**config.mk**
```make
export PLATFORM = sky130hd
export DESIGN_NAME = ftc_update
export DESIGN_NICKNAME = d
export VERILOG_FILES = /design/src/design/ftc_pkg.sv /design/src/design/ftc_update.sv
export SDC_FILE = /design/constraint.sdc
export NUM_CORES = 1
export LEC_CHECK = 0
export BUFFER_PORTS_ARGS = -buffer_cell sky130_fd_sc_hd__buf_4
export CORE_MARGIN = 8
export CORE_UTILIZATION = 37
export DETAILED_ROUTE_END_ITERATION = 12
export PLACE_DENSITY = 0.79
export SLEW_MARGIN = 0
export SYNTH_ARGS = -nofsm -noshare
export SYNTH_HDL_FRONTEND = slang
export SYNTH_SLANG_ARGS = --single-unit
```
**constraint.sdc**
```tcl
create_clock -name vclk -period 4
set_input_delay 0.4 -clock vclk [all_inputs]
set_output_delay 0.4 -clock vclk [all_outputs]
set_load 0.02 [all_outputs]
```
**src/design/ftc_pkg.sv**
```systemverilog
// ----------------------------------------------------------------------------
// ftc_pkg: shared definitions of the flow counter
// Table sizing, item and status codes, the stored entry layout and the table
// write request.
// ----------------------------------------------------------------------------
package ftc_pkg;

    localparam int FLOW_SLOTS = 64;
    localparam int SLOT_W     = (FLOW_SLOTS > 1) ? $clog2(FLOW_SLOTS) : 1;
    localparam int CNT_W      = SLOT_W + 1;
    localparam int PKT_W      = 32;
    localparam int BYTE_W     = 48;

    localparam logic       MODE_COUNT = 1'b0;
    localparam logic       MODE_READ  = 1'b1;
    localparam logic [7:0] PROTO_TCP  = 8'd6;
    localparam logic [7:0] PROTO_UDP  = 8'd17;

    typedef enum logic [2:0] {
        STS_COUNTED    = 3'd0,
        STS_IGNORED    = 3'd1,
        STS_FULL       = 3'd2,
        STS_READ_VALID = 3'd3,
        STS_READ_EMPTY = 3'd4
    } t_status;

    typedef logic [SLOT_W-1:0] t_slot;
    typedef logic [CNT_W-1:0]  t_count;

    typedef struct packed {
        logic [31:0]       src_addr;
        logic [31:0]       dst_addr;
        logic [7:0]        proto;
        logic [15:0]       src_port;
        logic [15:0]       dst_port;
        logic [PKT_W-1:0]  packets;
        logic [BYTE_W-1:0] bytes;
    } t_entry;

    typedef struct packed {
        logic   en;
        t_slot  addr;
        t_entry data;
    } t_wr_req;

endpackage

```
**src/design/ftc_update.sv**
```systemverilog
// ----------------------------------------------------------------------------
// ftc_update: saturating counter update
// Adds one packet and the payload length to a slot's counters, or starts
// them from zero for a newly allocated slot.
// ----------------------------------------------------------------------------
module ftc_update (
    input  logic                       i_clear,
    input  logic [ftc_pkg::PKT_W-1:0]  i_packets,
    input  logic [ftc_pkg::BYTE_W-1:0] i_bytes,
    input  logic [15:0]                i_pay,
    output logic [ftc_pkg::PKT_W-1:0]  o_packets,
    output logic [ftc_pkg::BYTE_W-1:0] o_bytes
);
    import ftc_pkg::*;

    logic [PKT_W-1:0]  base_pkt;
    logic [BYTE_W-1:0] base_bytes;
    logic [BYTE_W:0]   sum;

    always_comb begin
        base_pkt   = i_clear ? '0 : i_packets;
        base_bytes = i_clear ? '0 : i_bytes;
        sum        = {1'b0, base_bytes} + {{(BYTE_W + 1 - 16){1'b0}}, i_pay};
        o_packets  = (&base_pkt) ? base_pkt : base_pkt + PKT_W'(1);
        o_bytes    = sum[BYTE_W] ? '1 : sum[BYTE_W-1:0];
    end

endmodule

```
## Word level (Yosys, flattened, before mapping)

Index checks and enable logic that the tools add are counted.

| word-level totals | value |
|---|---|
| word-level logic and storage cells | 7 |
| output and inout port bits | 80 |
| bits in registers | 0 |

| cells by class | value |
|---|---|
| reductions and logical operators | 1 |
| multiplexer cells | 4 |
| add/sub/neg operators | 2 |

Operators with widths:

| cell | number |
|---|---|
| two-way mux 48 bit | 2 |
| two-way mux 32 bit | 2 |
| adder 48 x 16 -> 49 bit | 1 |
| adder 32 x 1 -> 32 bit, second input constant | 1 |
| AND reduction 32 bit | 1 |

## Depth between registers and ports, before layout

Gate-level depths: netlist of the first run.

| logic depth | value |
|---|---|
| word-level depth | 3 |
| depth in mapped cells | 15 |

## Worst setup path before layout of the first run

Ideal clock, no wire load.

| timing | value |
|---|---|
| path type | input to output |
| start | input port i_clear |
| end | output port o_bytes[40] (netlist bit) |
| data required time | 3.600 ns |
| path slack | -0.184 ns |
| stages on the path | 15 |
| buffers on the path | 5 |
| data arrival time | 3.784 ns |
| cell sequence | clkbuf_1 clkbuf_1 clkbuf_1 clkbuf_1 nor2b_1 ha_1 fa_1 a211oi_1 o21a_1 a21o_1 nand3b_1 and2_0 clkbuf_1 and3_1 a21oi_1 |

| between the ends | value |
|---|---|
| word-level cells in the longest chain between the ends | 3 |

RTL lines:

| what | line | text |
|---|---|---|
| start: declaration | ftc_update.sv:7 | `input logic i_clear,` |
| two-way mux 48 bit | ftc_update.sv:22 | `base_bytes = i_clear ? '0 : i_bytes;` |
| adder 48 x 16 -> 49 bit | ftc_update.sv:23 | `sum = {1'b0, base_bytes} + {{(BYTE_W + 1 - 16){1'b0}}, i_pay};` |
| two-way mux 48 bit | ftc_update.sv:25 | `o_bytes = sum[BYTE_W] ? '1 : sum[BYTE_W-1:0];` |
| end: declaration | ftc_update.sv:12 | `output logic [ftc_pkg::BYTE_W-1:0] o_bytes` |

Every way passes these cells.

## Worst setup path in the final report of the first run

| timing | value |
|---|---|
| start | input port i_clear |
| end | output port o_bytes[42] (netlist bit) |

The elaborated chain is that of the path after synthesis.

==> results of run 1 <==
power by group:
group          leakage [nW]  switching, mW  internal, mW
Sequential                0              0             0
Clock                     0              0             0
Combinational          2.04          0.302         0.249
Total                  2.04          0.302         0.249
layer usage:
| metal | vias to the layer above | global-route usage, % |
|---|---|---|
| li1 | 2103 | - |
| met1 | 1900 | 24.6 |
| met2 | 168 | 34.3 |
| met3 | 12 | 2.69 |
| met4 | 0 | 3.47 |
| met5 | - | 0 |
stage by stage:
step	area, µm²	instances	hold WS, ns	setup slack [ns]
6_report	4510	758	1.17	0.359
5_1_grt	4510	758	1.19	0.0515
4_1_cts	4510	758	1.17	0.378
3_5_place_dp	4510	758	1.17	0.382
3_3_place_gp	4510	758	1.17	0.544
2_1_floorplan	3110	496	0.982	0.0514
kinds of logic (layout without fill, tap and decap cells):
group,Yosys count,count (layout)
mux,5,5
fa+ha+maj,18,18
compound gates,107,107
buf+inv,35,192
xor+xnor,52,52
simple gates,279,279
synth_stat cells (2+ instances only):
library cell  count  area, µm²
nand2b_1         17        106
clkbuf_1         13       48.8
nor4_1            7       43.8
and2_1            5       31.3
nand4_1          15       93.8
or2_2             2       12.5
nand3_1          28        140
a41oi_1           2       17.5
nand2_1          67        251
a21oi_1          30        150
o21ai_0          28        140
xnor2_1          32        280
nor2_1           38        143
nor2b_1          46        288
and3_1           11       68.8
o211ai_1          2       15.0
a31oi_1           7       43.8
a21o_1            5       37.5
and4_1            3       26.3
o2111ai_1        10       87.6
nor3_1           14       70.1
xor2_1           20        175
mux2_2            4       45.0
o21a_1            7       52.6
buf_2            10       50.1
inv_1             9       33.8
o21bai_1          3       22.5
and4b_1           4       40.0
a21boi_0          3       22.5
or3_1             8       50.1
ha_1             17        213
cell type report:
cell class / count / area [µm²] / area share [%]
inverter: 9 / 33.8 / 0.749
multi-input combinational: 461 / 2960 / 65.6
tap: 105 / 131 / 2.91
timing repair buffer: 183 / 1390 / 30.7
how the worst min path moves through the flow:
stage                         end  slack, ns  cells past startpoint
finish              o_packets[26]       1.17                      4
global placement     o_packets[7]       1.17                      4
detailed placement   o_packets[7]       1.17                      4
global route        o_packets[26]       1.19                      4
CTS                  o_packets[7]       1.17                      4
floorplan           o_packets[11]       0.98                      2
==> summary.md, run 1 <==
| Metric | Value |
|---|---|
| Leading cell type in the layout, fill and taps excluded | buf_4 |
| Top Metal Used | met4 |
| Post-DR vias/cell | approximately 5.5 |
| Unique masters post-synth | 60 |
| Met1 wire length | 5340 µm |
| Final Slew Violations | 0 |
| Tmin final | 3.64 ns |
| Avg Cell Area, Syn | 6.26 µm² |
| Pwr per Cell Area | 122 nW/µm² |
| Wire per inst | ~17 µm |
| Synth warn | 0 |
| Post-Synth XOR/XNOR Area | 14.7% |
| Final hold vios | 0 |
| Number of DRC markers in iteration 0 | about 190 |
| Seq cells | 0 |
| Worst path required time | 3.60 ns |
| Post-Synth Simple-Gate Area | 49.3% |
| Synthesized net count | 611 |
| Setup bufs post-CTS | 0 |
| Outcome | finished clean |
| Global route total overflow | 0 |
| First-pass GRT wire length | 19400 µm |
| FMAX | 0.275 GHz |
| Antenna cells | 0 |
| Core Region | 8180 µm² |
| Largest net degree at the start of global routing | 80 |
| CP max stage delay | 0.41 ns |
| Slowest cell on crit path | nor3b_2 |
| IO buf count | 177 |
| Clock buffer cells | 0 |
| Total die area | about 12000 µm² |
| Pwr Total | 551 µW |
| Area Overhead vs Synth | 45.3% |
| Startpoint Class | input pin |
| Synth Area in Adders | 7.49% |
| Hold crit path type | in2out |
| Slew @ Worst Pin | 0.575 ns |
| DRC errors left | 0 |
| Hold_sp | i_packets[26] |
| Core Util, Final | between 50% and 60% |
| Lkg Pwr | 2.04 nW |
| Row count | 33 |
| Levels on crit path | 13 |
| Routed Antenna Nets | 0 |
| # hold bufs at CTS | 0 |
| Post-synthesis sequential area ratio | 0% |
| Crit-path most repeated cell | buf_4 |
| Critical Path End Type | output pin |
| Starting Density | 38.0% |
| Post-CTS sizing | 0 |
| Total global-route track usage | 19.5% |
| Max Cap Violations | 0 |
| Largest family of logic cells by synthesized area | simple AND/OR/NAND/NOR gates |
| Die W | 108 µm |
| Final setup viols | 0 |
| Crit path max-delay family | buffers and inverters |
| VDD IR max | 0.103 mV |
| Setup TNS | 0 ns |
| WL met2 | 6110 µm |
| Filler cell count | 838 |
| CP Cell Sequence | buf_4 > buf_12 > nor2b_1 > ha_1 > a21oi_1 > o21ai_0 > a21oi_1 > nor3b_2 > nand3b_4 > buf_4 > nand3_1 > o21a_1 > buf_4 |
| Final period util | 91.0% |
| Vias in the first global route | ~4000 |
| IO Count | 177 |
| Buffers plus inverters on the worst setup path | 4 |
| Total Nets Final | slightly below 800 |
| WP data arrival | 3.24 ns |
| Initial antenna violation count | 0 |
| DRT Wirelength | about 13000 µm |
| Max FO, Critical Path | 79 |
| Critical Path Start | i_clear |
| CP endpoint | o_bytes[42] |
| DIE HEIGHT | 108 µm |
| RePlAce Congestion | roughly 0.94 |
| Slew headroom | 61.3% |
| Vias | 4183 |
| RSZ-0062 raised after global routing | no |
| Synth Instances | 496 |
| HPWL after DPL | 10500 µm |
| Compound-Gate Fraction of Synth Area | 22.0% |
| Synthesized area | a little over 3000 µm² |
| Share of cells above drive strength 1 | 30.8% |
| Critical path type | in2out |
| Met3 Wirelength | 873 µm |
| Mux contribution to synthesized area | 1.77% |
| Initial DRT Pass Iterations | 5 |
| Area occupied by registers | 0 µm² |
| Most frequent cells in the layout | buf_4, nand2_1, nor2b_1 |
(Power assumes the default switching activity.)
==> inputs of run 2 (changes only) <==
Settings changed: CORE_UTILIZATION 37 to 43, MAX_ROUTING_LAYER from default to met4, PLACE_DENSITY 0.79 to 0.89.
==> run 2 against run 1 <==
  * Flip-flop and latch count is the same
  * Critical endpoint is now o_bytes[40]
  * Via count rose by 2.0%
  * Global-route usage rose by 3.0 points
  * Final area is the same
  * Core utilization rose by 8.0 points
  * Non-clock buffer count increased by 1
  * Largest cell class unchanged
==> summary.md, run 2 (synthesized netlist as in run 1, its figures left out) <==
| Metric | Value |
|---|---|
| Die W | 101 µm (-6.2%) |
| Worst path required time | 3.60 ns (about the same) |
| Total global-route track usage | 22.5% (+3.0 points) |
| Area Overhead vs Synth | 45.3% (unchanged) |
| Final setup viols | 0 (unchanged) |
| # hold bufs at CTS | 0 (unchanged) |
| Area occupied by registers | 0 µm² (unchanged) |
| Max Cap Violations | 0 (unchanged) |
| GRT met3 Usage | 2.42% (-0.28 points) |
| Clock buffer cells | 0 (unchanged) |
| DRT Wirelength | 12100 µm (-3.2%) |
| Antenna cells | 0 (unchanged) |
| Initial DRT Pass Iterations | 5 (unchanged) |
| CP max stage delay | 0.44 ns (+0.03 ns) |
| Critical Path End Type | output pin |
| Crit-path most repeated cell | buf_4 |
| Most frequent cells in the layout | buf_4, nand2_1, nor2b_1 |
| Initial antenna violation count | 0 (unchanged) |
| Number of DRC markers in iteration 0 | 234 (+26%) |
| Final period util | 89.5% (-1.5 points) |
| Startpoint Class | input pin |
| DRC errors left | 0 (unchanged) |
| HPWL after DPL | 10300 µm (-2.2%) |
| Lkg Pwr | 2.05 nW (+0.24%) |
| Core Region | 7140 µm² (-13%) |
| Pwr per Cell Area | 122 nW/µm² (-0.23%) |
| Row count | 31 (-6.1%) |
| Tmin final | 3.58 ns (-0.0616 ns) |
| FMAX | 0.279 GHz (+1.7%) |
| Hold crit path type | in2out |
| First-pass GRT wire length | 19200 µm (-1.2%) |
| Setup bufs post-CTS | 0 (unchanged) |
| Crit path max-delay family | simple AND/OR/NAND/NOR gates |
| Sink of the worst hold path | o_packets[4] |
| Leading cell type in the layout, fill and taps excluded | buf_4 |
| Routed Antenna Nets | 0 (unchanged) |
| Final Slew Violations | 0 (unchanged) |
| Hold_sp | i_packets[4] |
| Slew headroom | 66.0% (+4.8 points) |
| WP data arrival | 3.18 ns (-0.06 ns) |
| Max FO, Critical Path | 25 (-68%) |
| Met2 Use GR | 40.1% (+5.8 points) |
| Setup TNS | 0 ns (unchanged) |
| Vias | 4266 (+2.0%) |
| RePlAce Congestion | 0.972 (+3.5%) |
| Starting Density | 43.5% (+5.5 points) |
| Global route total overflow | 0 (unchanged) |
| Post-CTS sizing | 0 (unchanged) |
| GRT met1 Usage | 26.4% (+1.9 points) |
| Largest net degree at the start of global routing | 38 (-53%) |
| IO buf count | 177 (unchanged) |
| Gr busiest metal | met2 |
| Share of cells above drive strength 1 | 30.9% (+0.11 points) |
| RSZ-0062 raised after global routing | no |
| IO Count | 177 (unchanged) |
| CP Cell Sequence | buf_4 > nor2b_1 > ha_1 > fa_1 > a211oi_1 > o21a_1 > a21o_1 > nand3b_1 > and2_0 > and3_1 > a21oi_2 > buf_4 |
| Critical path type | in2out |
| Total die area | 10200 µm² (-12%) |
| Post-DR vias/cell | 5.67 (+2.7%) |
| DIE HEIGHT | 101 µm (-6.2%) |
| Seq cells | 0 (unchanged) |
| Wire per inst | 16.1 µm (-2.5%) |
| Slowest cell on crit path | fa_1 |
| Vias in the first global route | 4241 (+5.2%) |
| DP Worst Slack | 0.433 ns (+0.0511 ns) |
| Outcome | finished clean |
| Slew @ Worst Pin | 0.504 ns (-0.0708 ns) |
| VDD IR max | 0.110 mV (+6.8%) |
| WHS Path Cells | 4 (unchanged) |
| Total Nets Final | 771 (+0.13%) |
| Final hold vios | 0 (unchanged) |
| Final setup margin | 0.421 ns (+0.0616 ns) |
| Buffers plus inverters on the worst setup path | 2 (-2) |
-- run 2: changes by cell type in the layout (fill, tap and decap cells not counted), sizes merged --
cell / previous run / this run
buf: 183 / 184
-- run 2: cell type report --
class                      count  area [µm²]
fill                         674        2620
inverter                       9        33.8
multi-input combinational    461        2960
tap                           99         124
timing repair buffer         184        1390
-- run 2: layer usage --
metal / up-vias / part of all wire (%)
met2: 217 / 49
met4: 0 / 1.7
met1: 1934 / 42
li1: 2097 / -
met5: - / 0
met3: 18 / 7.5
-- run 2: worst max path at each step --
stage            start           to  slack (ns)  depth (start not counted)
3_5_place_dp   i_clear  o_bytes[40]        0.43                         12
4_1_cts        i_clear  o_bytes[40]        0.42                         12
6_report       i_clear  o_bytes[40]        0.42                         12
2_1_floorplan  i_clear  o_bytes[43]        0.05                         14
5_1_grt        i_clear  o_bytes[22]        0.16                         12
3_3_place_gp   i_clear  o_bytes[40]        0.55                         12
-- run 2: through the flow --
step                hold slack [ns]  power, mW  cell area (µm²)  utilization (%)  std cells
global placement               1.16      0.538             4510             63.2        753
CTS                            1.17      0.549             4510             63.2        753
global route                   1.19      0.592             4510             63.2        753
finish                         1.17      0.550             4510             63.2        753
detailed placement             1.17      0.545             4510             63.2        753
floorplan                     0.982      0.303             3110                -        496
-- run 2: where the power goes --
group	internal, mW	switching, mW
registers	0	0
logic	0.250	0.300
clock network	0	0
total	0.250	0.300
==> inputs of run 3 (changes only) <==
Settings changed: MAX_ROUTING_LAYER met4 to default, PLACE_DENSITY 0.89 to 0.81.
==> run 3 against run 2 <==
  * Routed wire length increased by 2.7%
  * Total power increased by 0.26%
  * First-iteration DRC count increased by 6.8%
  * Die area unchanged
  * Non-clock buffer count decreased by 1
  * Fmax decreased by 3.4%
  * Combinational power about the same
  * Count of clock-buffer cells in the layout unchanged
  * Global-route usage increased by 0.18 points
  * Core utilization decreased by 0.11 points
  * Largest cell class unchanged
  * Highest routed layer unchanged
==> summary.md, run 3 (synthesized netlist as in run 1, its figures left out) <==
| Metric | Value |
|---|---|
| Area occupied by registers | 0 µm² (unchanged) |
| Final hold vios | 0 (unchanged) |
| Max FO, Critical Path | 45 (+80%) |
| Die W | 101 µm (unchanged) |
| Vias in the first global route | 4046 (-4.6%) |
| DRT Wirelength | 12500 µm (+2.7%) |
| # hold bufs at CTS | 0 (unchanged) |
| Placed cell count | 752 (-0.13%) |
| Crit path max-delay family | simple AND/OR/NAND/NOR gates |
| Initial DRT Pass Iterations | 5 (unchanged) |
| Startpoint Class | input pin |
| Setup bufs post-CTS | 0 (unchanged) |
| Buffers plus inverters on the worst setup path | 4 (+2) |
| Share of cells above drive strength 1 | 30.8% (-0.11 points) |
| VDD IR max | 0.0947 mV (-14%) |
| Antenna cells | 0 (unchanged) |
| DIE HEIGHT | 101 µm (unchanged) |
| Core Region | 7140 µm² (unchanged) |
| Final Slew Violations | 0 (unchanged) |
| WHS Path Cells | 4 (unchanged) |
| Most frequent cells in the layout | buf_4, nand2_1, nor2b_1 |
| Total die area | 10200 µm² (unchanged) |
| Leading cell type in the layout, fill and taps excluded | buf_4 |
| Post-CTS sizing | 0 (unchanged) |
| Sink of the worst hold path | o_packets[7] |
| Number of DRC markers in iteration 0 | 250 (+6.8%) |
| Total Nets Final | 770 (-0.13%) |
| Area of the multi-input gates | 2960 µm² (unchanged) |
| Seq cells | 0 (unchanged) |
| HPWL after DPL | 10400 µm (+1.7%) |
| Max Cap Violations | 0 (unchanged) |
| Critical path type | in2out |
| Gr busiest metal | met2 |
| Final setup viols | 0 (unchanged) |
| Slew headroom | 59.8% (-6.3 points) |
| IO buf count | 177 (unchanged) |
| RSZ-0062 raised after global routing | no |
| Critical Path Start | i_clear |
| CP Cell Sequence | buf_4 > buf_12 > nor2b_1 > ha_1 > nand2_1 > o21ai_0 > a21oi_1 > nor3b_2 > nand3b_4 > buf_4 > o21ai_0 > buf_4 |
| Slowest cell on crit path | nor3b_2 |
| Area Overhead vs Synth | 45.0% |
| Vias | 4240 (-0.61%) |
| Lkg Pwr | 2.04 nW (-0.25%) |
| Wire per inst | 16.6 µm (+2.9%) |
| Hold_sp | i_packets[7] |
| Setup TNS | 0 ns (unchanged) |
| Hold crit path type | in2out |
| Row count | 31 (unchanged) |
| Routed Antenna Nets | 0 (unchanged) |
| Slew @ Worst Pin | 0.602 ns (+0.0977 ns) |
| Clock buffer cells | 0 (unchanged) |
| Total global-route track usage | 22.7% (+0.18 points) |
| Pwr per Cell Area | 122 nW/µm² (+0.42%) |
| Tmin final | 3.70 ns (+0.126 ns) |
| Final period util | 92.6% (+3.1 points) |
| Outcome | finished clean |
| WP data arrival | 3.30 ns (+0.12 ns) |
| GRT met3 Usage | 4.07% (+1.7 points) |
| Global route total overflow | 0 (unchanged) |
| Met2 Use GR | 40.2% (+0.15 points) |
| GRT met1 Usage | 28.1% (+1.7 points) |
| First-pass GRT wire length | 19600 µm (+2.2%) |
| Largest net degree at the start of global routing | 46 (+21%) |
| Pwr Total | 551 µW (+0.26%) |
| Worst path required time | 3.60 ns (about the same) |
| DRC errors left | 0 (unchanged) |
| IO Count | 177 (unchanged) |
| RePlAce Congestion | 0.972 (about the same) |
| Final Non-Filler Cells | 752 (-0.13%) |
| Initial antenna violation count | 0 (unchanged) |
| Starting Density | 43.5% (unchanged) |
| Crit-path most repeated cell | buf_4 |
| FMAX | 0.270 GHz (-3.4%) |
| Filler cell count | 685 (+1.6%) |
| Critical Path End Type | output pin |
| CP max stage delay | 0.42 ns (-0.02 ns) |
| Post-DR vias/cell | 5.64 (-0.48%) |
## run 3: cell types whose count changed in the layout (fill, tap and decap cells not counted), sizes merged
cell,change
buf,-1
## run 3: routing by layer
metal	wire length, µm	vias up
met2	5890	201
met5	0	-
met3	1120	18
met1	5270	1929
li1	-	2092
met4	172	0
## run 3: area by class of cell
cell class / count / area share (%)
inverters: 9 / 0.750
multi-input cells: 461 / 65.7
well taps: 99 / 2.75
repair buffers: 183 / 30.8
## run 3: stage by stage
stage          utilization (%)  hold WS (ns)  area [µm²]  setup WS (ns)
3_5_place_dp              63.1          1.17        4510          0.346
4_1_cts                   63.1          1.17        4510          0.318
2_1_floorplan                -         0.982        3110         0.0514
3_3_place_gp              63.1          1.17        4510          0.500
6_report                  63.1          1.17        4510          0.295
5_1_grt                   63.1          1.20        4510         0.0643
## run 3: report_power, final
group          switching (mW)  leakage [nW]  internal (mW)
sequential                  0             0              0
combinational           0.302          2.04          0.249
clock                       0             0              0
## run 3: worst max-delay path by stage
stage,cells after the start,endpoint,slack [ns]
3_3_place_gp,12,o_bytes[33],0.50
2_1_floorplan,14,o_bytes[43],0.05
6_report,12,o_bytes[9],0.30
4_1_cts,12,o_bytes[9],0.32
5_1_grt,12,o_bytes[7],0.06
3_5_place_dp,12,o_bytes[9],0.35
